## config.mk

```make
export PLATFORM = sky130hd
export DESIGN_NAME = hcnt_store
export DESIGN_NICKNAME = d
export VERILOG_FILES = /design/src/hw/rtl/hcnt_pkg.sv /design/src/hw/rtl/hcnt_store.sv
export SDC_FILE = /design/constraint.sdc
export NUM_CORES = 2
export LEC_CHECK = 0
export BUFFER_PORTS_ARGS = -buffer_cell sky130_fd_sc_hd__buf_4
export CAP_MARGIN = 20
export CORE_UTILIZATION = 45
export DETAILED_ROUTE_END_ITERATION = 12
export HOLD_SLACK_MARGIN = 0.15
export PLACE_DENSITY_LB_ADDON = 0.12
export REMOVE_ABC_BUFFERS = 1
export SLEW_MARGIN = 20
export SYNTH_ARGS = -nofsm -noshare
export SYNTH_HDL_FRONTEND = slang
export SYNTH_SLANG_ARGS = --single-unit
```

## constraint.sdc

```tcl
create_clock -name clk -period 4.2 [get_ports clk]
set_clock_uncertainty 0.2 [all_clocks]
set_input_delay 0.84 -clock clk [delete_from_list [all_inputs] [get_ports clk]]
set_output_delay 0.84 -clock clk [all_outputs]
set_load 0.005 [all_outputs]
```

## src/hw/rtl/hcnt_pkg.sv

```systemverilog
// Shared types and constants for the hop count neighbour table.
// Used by hcnt_store and hop_count_neighbor_table; depends on nothing.
package hcnt_pkg;

  // Default table depth, one entry per node identifier
  localparam int NODE_COUNT_DEF = 256;

  localparam int ID_W   = 8;
  localparam int HOP_W  = 8;
  localparam int AGE_W  = 8;
  localparam int CFG_IDX_W = 1;

  localparam logic [HOP_W-1:0] HOP_MAX = {HOP_W{1'b1}};

  // Configuration register indexes
  localparam logic [CFG_IDX_W-1:0] REG_SELF_ID = 1'b0;
  localparam logic [CFG_IDX_W-1:0] REG_MAX_AGE = 1'b1;

  localparam logic [ID_W-1:0]  SELF_ID_RST = 8'd0;
  localparam logic [AGE_W-1:0] MAX_AGE_RST = 8'd3;

  typedef enum logic [1:0] {
    CMD_HEADER = 2'd0,
    CMD_PAIR   = 2'd1,
    CMD_TICK   = 2'd2,
    CMD_READ   = 2'd3
  } cmd_t;

  typedef enum logic [1:0] {
    ST_IDLE,
    ST_LOOKUP,
    ST_SWEEP,
    ST_FETCH
  } state_t;

  // One table entry
  typedef struct packed {
    logic [HOP_W-1:0] hops;
    logic [AGE_W-1:0] age;
  } entry_t;

  // Write request into the entry store
  typedef struct packed {
    logic   en;
    entry_t data;
  } wr_req_t;

endpackage

```

## src/hw/rtl/hcnt_store.sv

```systemverilog
// Entry store: hop count and age per node id, one write and one read a cycle.
// Per-entry valid bits make never-written entries read as zero after reset.
// Depends on hcnt_pkg.
module hcnt_store #(
  parameter int NODE_COUNT = hcnt_pkg::NODE_COUNT_DEF
) (
  input  logic                       clk,
  input  logic                       rst_n,
  input  logic                       rd_en,
  input  logic [$clog2(NODE_COUNT)-1:0] rd_addr,
  output hcnt_pkg::entry_t           rd_data,
  input  hcnt_pkg::wr_req_t          wr_req,
  input  logic [$clog2(NODE_COUNT)-1:0] wr_addr
);

  hcnt_pkg::entry_t          entry_mem [NODE_COUNT];
  logic [NODE_COUNT-1:0]     valid_r;
  hcnt_pkg::entry_t          rd_raw_r;
  logic                      rd_valid_r;

  // Write port
  always_ff @(posedge clk) begin
    if (wr_req.en) begin
      entry_mem[wr_addr] <= wr_req.data;
    end
  end

  // Mark written entries; reset empties the whole table at once
  always_ff @(posedge clk) begin
    if (!rst_n) begin
      valid_r <= '0;
    end else if (wr_req.en) begin
      valid_r[wr_addr] <= 1'b1;
    end
  end

  // Registered read port, hold data between reads
  always_ff @(posedge clk) begin
    if (rd_en) begin
      rd_raw_r   <= entry_mem[rd_addr];
      rd_valid_r <= valid_r[rd_addr];
    end
  end

  // Entries never written read as zero (dead)
  assign rd_data = rd_valid_r ? rd_raw_r : '0;

endmodule

```

# Yosys cells after proc, flatten, opt, wreduce, memory -nomap -nowiden

Memory sizes are Yosys's and may differ from the RTL's. A register that Yosys moved wholly into a read port is not among the register bits.
Cells that the tools add are included.

Muxes and demuxes: 7
Bitwise logic cells: 1
Order comparisons: 3
Reduce and logical (&&, ||, !) cells: 1

Operators by type and width:

| operator           | count |
|---|---|
| $or 256x256->256   | 1 |
| $lt 8x9->1 const B | 2 |
| $mux 16            | 1 |
| $bmux 1 s8         | 1 |
| $demux 1 s8        | 1 |
| $ge 8x1->1 const B | 1 |
| $mux 1             | 4 |
| $logic_and 1x1->1  | 1 |

Output and inout bits: 16
Memories kept: 1
Logic and storage cells: 15
Memory bits (writable): 4096
Flip-flop bits (word level): 257

Memories:

| name      | depth | bits a word | read ports | clocked after Yosys merged registers in | wr ports | line             | text |
|---|---|---|---|---|---|---|---|
| entry_mem | 256   | 16          | 1          | 1                                       | 1        | hcnt_store.sv:16 | `hcnt_pkg::entry_t entry_mem [NODE_COUNT];` |

# Longest topological paths before layout

Depth after elaboration: 5
Depth in mapped cells: 13
Gate-level depth less buffers: 7

# Least setup slack after synthesis

OpenSTA, ideal clock, no wires.

Path type: input-to-reg
From: input port wr_req[16] (netlist name)
To: memory entry_mem[207][0] (netlist name) (enable)
Setup time: 0.390 ns
Required time: 3.610 ns
Cell stages on the path: 5
Arrival: 2.812 ns
Buffers on the path: 3
Path slack: 0.798 ns
Path through: clkbuf_1 > or4b_2 > clkbuf_1 > clkbuf_1 > nor2_1

Longest elaborated chain between the ends: 2

RTL lines:

| what                         | line             | text |
|---|---|---|
| start: declaration           | hcnt_store.sv:12 | `input hcnt_pkg::wr_req_t wr_req,` |
| $mux 1                       | hcnt_store.sv:23 | `if (wr_req.en) begin` |
| $mux 1 (implied by the code) | hcnt_store.sv:24 | `entry_mem[wr_addr] <= wr_req.data;` |
| end: declaration             | hcnt_store.sv:16 |  |

Every way passes these cells.

==> flow_summary_export.csv <==
group,metric,value,unit
synth,ys_seq_area_share,76.4,%
layout,final_net_count,9085,
setup_path,start_kind,"input pin",
floorplan,die-area,0.377,mm²
synth,synth.area.top_cells,"edfxtp_1 73%, mux4_2 12%, mux2i_1 3.5%",
job,cap_violations,0,
synth,synth_top_family_by_area,"multiplexers",
outcome,status,"finished, final reports clean",
timing,whs,0.211,ns
synth,ys.flop_type,"edfxtp_1",
clock_network,cts.sinks,4369,
floorplan,pin_count,52,
placed_design,hpwlAfterDp,306000,µm
synth,synth_enable_flop_cells,4113,
synth,async_flop_share,0,%
floorplan,die_y,614,µm
setup_path,path_max_fanout,24,
synth,synth-seq-cells,4369,
synth,synth_simple_gate_area_share,2.12,%
setup_path,path_class,"input pin to register",
synth,avgSynthCellArea,20.8,µm²
power,ir_worst_vdd,348,µV
synth,synth_top_area_share,73.4,%
clock_network,clock_path_buffers,4,
timing,setup_viol,0,
synth,synth_top_cell_by_area,"edfxtp_1",
global_route,antenna_found_initial,28,
timing,worst_slew_pin_slew,1.25,ns
hold_path,hp-start,"wr_req[3]",
layout,drive_above_1_share,28.8,%
clock_network,clk_pin_slew_worst_paths,0.06,ns
setup_path,critPathRequiredTime,4.73,ns
power,powerDensity,473,mW/mm²
global_route,grt_pass1_wl,681000,µm
timing,slew_headroom,16.9,%
timing,fmax,265,MHz
timing,rsz0062_at_grt,"no",
synth,synthAdderAreaFrac,0,%
drt,wl,488000,µm
setup_path,crit_path_start,"rd_addr[0]",
timing,report.final.slew_viol_count,0,
setup_path,regToRegStartpoint,"entry_mem[59][9]$_DFFE_PP_",
floorplan,fp-row-count,224,
placed_design,numPortBuffers,51,
global_route,grt_usage,25.8,%
clock_network,cts_resized,0,
synth,synth.most_common_cell,"edfxtp_1",
synth,post_synth_xor_area_fraction,0,%
clock_network,cts-root-buf,"clkbuf_16",
hold_path,hold_class,"input pin to register",
global_route,grt-ovfl-total,0,
drt,via_per_inst,6.06,
timing,hold_viol,0,
clock_network,numCtsBuffers,446,
drt,drc,0,
synth,yosys_warnings,0,
drt,drt_iter0_drc,10300,
drt,antenna_left,0,
floorplan,initial_utilization,45.2,%
setup_path,arrival,4.30,ns
setup_path,rrSetupSlack,0.69,ns
layout,area_delta_synth_final,16.4,%
floorplan,coreArea,0.372,mm²
timing,min_period_over_period,89.8,%
global_route,grt_max_degree,142,
synth,syn_inst,8102,
global_route,grt_pass1_vias,87100,
synth,syn-cell-area,0.168,mm²
timing,fin_crit,3.77,ns
clock_network,clock_latency,0.98,ns
clock_network,htree_levels,5,
timing,tns,0,ns
synth,synthTopCellsByCount,"4113 x edfxtp_1, 880 x mux4_2, 592 x mux2i_1, 316 x nor2_1",
power,p_leak,63.6,nW
clock_network,cts_tree,"done",
drt,via_count,87300,
setup_path,critPathCaptureType,"register",
synth,yosysUniqueCellTypes,57,
drt,avgRoutedWirePerCell,33.9,µm
drt,drtPass1Iterations,7,
floorplan,die_x,614,µm
synth,synth_compound_area_share,4.18,%
synth,muxShareOfSynthArea,15.4,%
placed_design,gp_congestion,0.914,
## worst paths after layout
| check | cells past startpoint | endpoint |
|---|---|---|
| max | 12 | rd_raw_r[2]$_DFFE_PP_ |
| min | 1 | entry_mem[88][3]$_DFFE_PP_ |
| max reg2reg | 7 | rd_raw_r[9]$_DFFE_PP_ |
| min reg2reg | 1 | valid_r[166]$_SDFFE_PN0P_ |
## metrics by stage
step / setup slack (ns) / instances / utilization, % / area [µm²] / power (mW)
finish: 0.430 / 14400 / 52.7 / 196000 / 92.8
global route: 0.301 / 14400 / 52.7 / 196000 / 95.1
CTS: 0.449 / 14400 / 52.6 / 196000 / 93.4
detailed placement: -0.612 / 13600 / 48.7 / 181000 / 53.7
global placement: -1.01 / 13600 / 48.7 / 181000 / 53.6
floorplan: -2.58 / 7599 / - / 165000 / 50.4
## metal layers
metal,part of all wire [%],routed length [µm],GRT usage (%),up-vias
met1,42,207000,37.0,47200
met5,0.0080,39,0,-
li1,-,-,-,36000
met3,6.9,33700,3.86,692
met2,47,229000,40.4,3458
met4,3.8,18500,8.86,8
## placed cells by master, fill, tap and decap left out, drive strengths merged, types with 15 or more instances in the layout
master	count
and2	32
o211ai	15
clkbuf	607
nor2	316
edfxtp	4113
nand2b	16
bufinv	46
o22ai	216
o21a	256
nand2	66
a221oi	47
mux2i	592
nand3	27
a22o	32
nor3	200
dfxtp	256
clkinv	159
inv	19
nand4	25
a22oi	65
nor4	33
a2111oi	27
o21ai	35
mux2	23
buf	993
o221ai	115
a21oi	97
a211oi	44
mux4	880
## state kept, by name, summed over array words and instances, names as in the netlist
name        count
entry_mem    4096
rd_raw_r       16
rd_valid_r      1
valid_r       256
## cells by family after synthesis
logic type,after synthesis
AOI/OAI and AO/OA,974
DFF,4369
and+or+nand+nor,757
muxes,1495
buffers and inverters,507
## final cells by class
type,instances,area (µm²)
Antenna cell,9,22.5
Clock buffer,607,12300
Clock inverter,231,2460
Fill cell,29300,176000
Inverter,4,27.5
Multi-Input combinational cell,3226,37100
Sequential cell,4369,129000
Tap cell,4972,6220
Timing Repair Buffer,1002,9280
## worst max-delay path, stage by stage
cell and delay [ns]:
buf_16 0.18, buf_12 0.22, buf_12 0.19, buf_12 0.20
buf_12 0.25, buf_4 0.25, mux4_2 0.51, a22oi_1 0.33
o211ai_1 0.17, nor3_1 0.77, buf_4 0.24, nor4_1 0.05
## report_power, final
part / internal [mW] / switching, mW / total (mW)
combinational: 1.81 / 3.23 / 5.04
clock: 23.3 / 16.7 / 40.0
sequential: 47.7 / 0.0478 / 47.8
total: 72.8 / 19.9 / 92.8
## what timing repair did
action,CTS,global route
endpoints found under the hold margin,177,15
hold buffers,8,1
setup buffers,0,0
No activity file was read; power rests on OpenSTA's default activity.
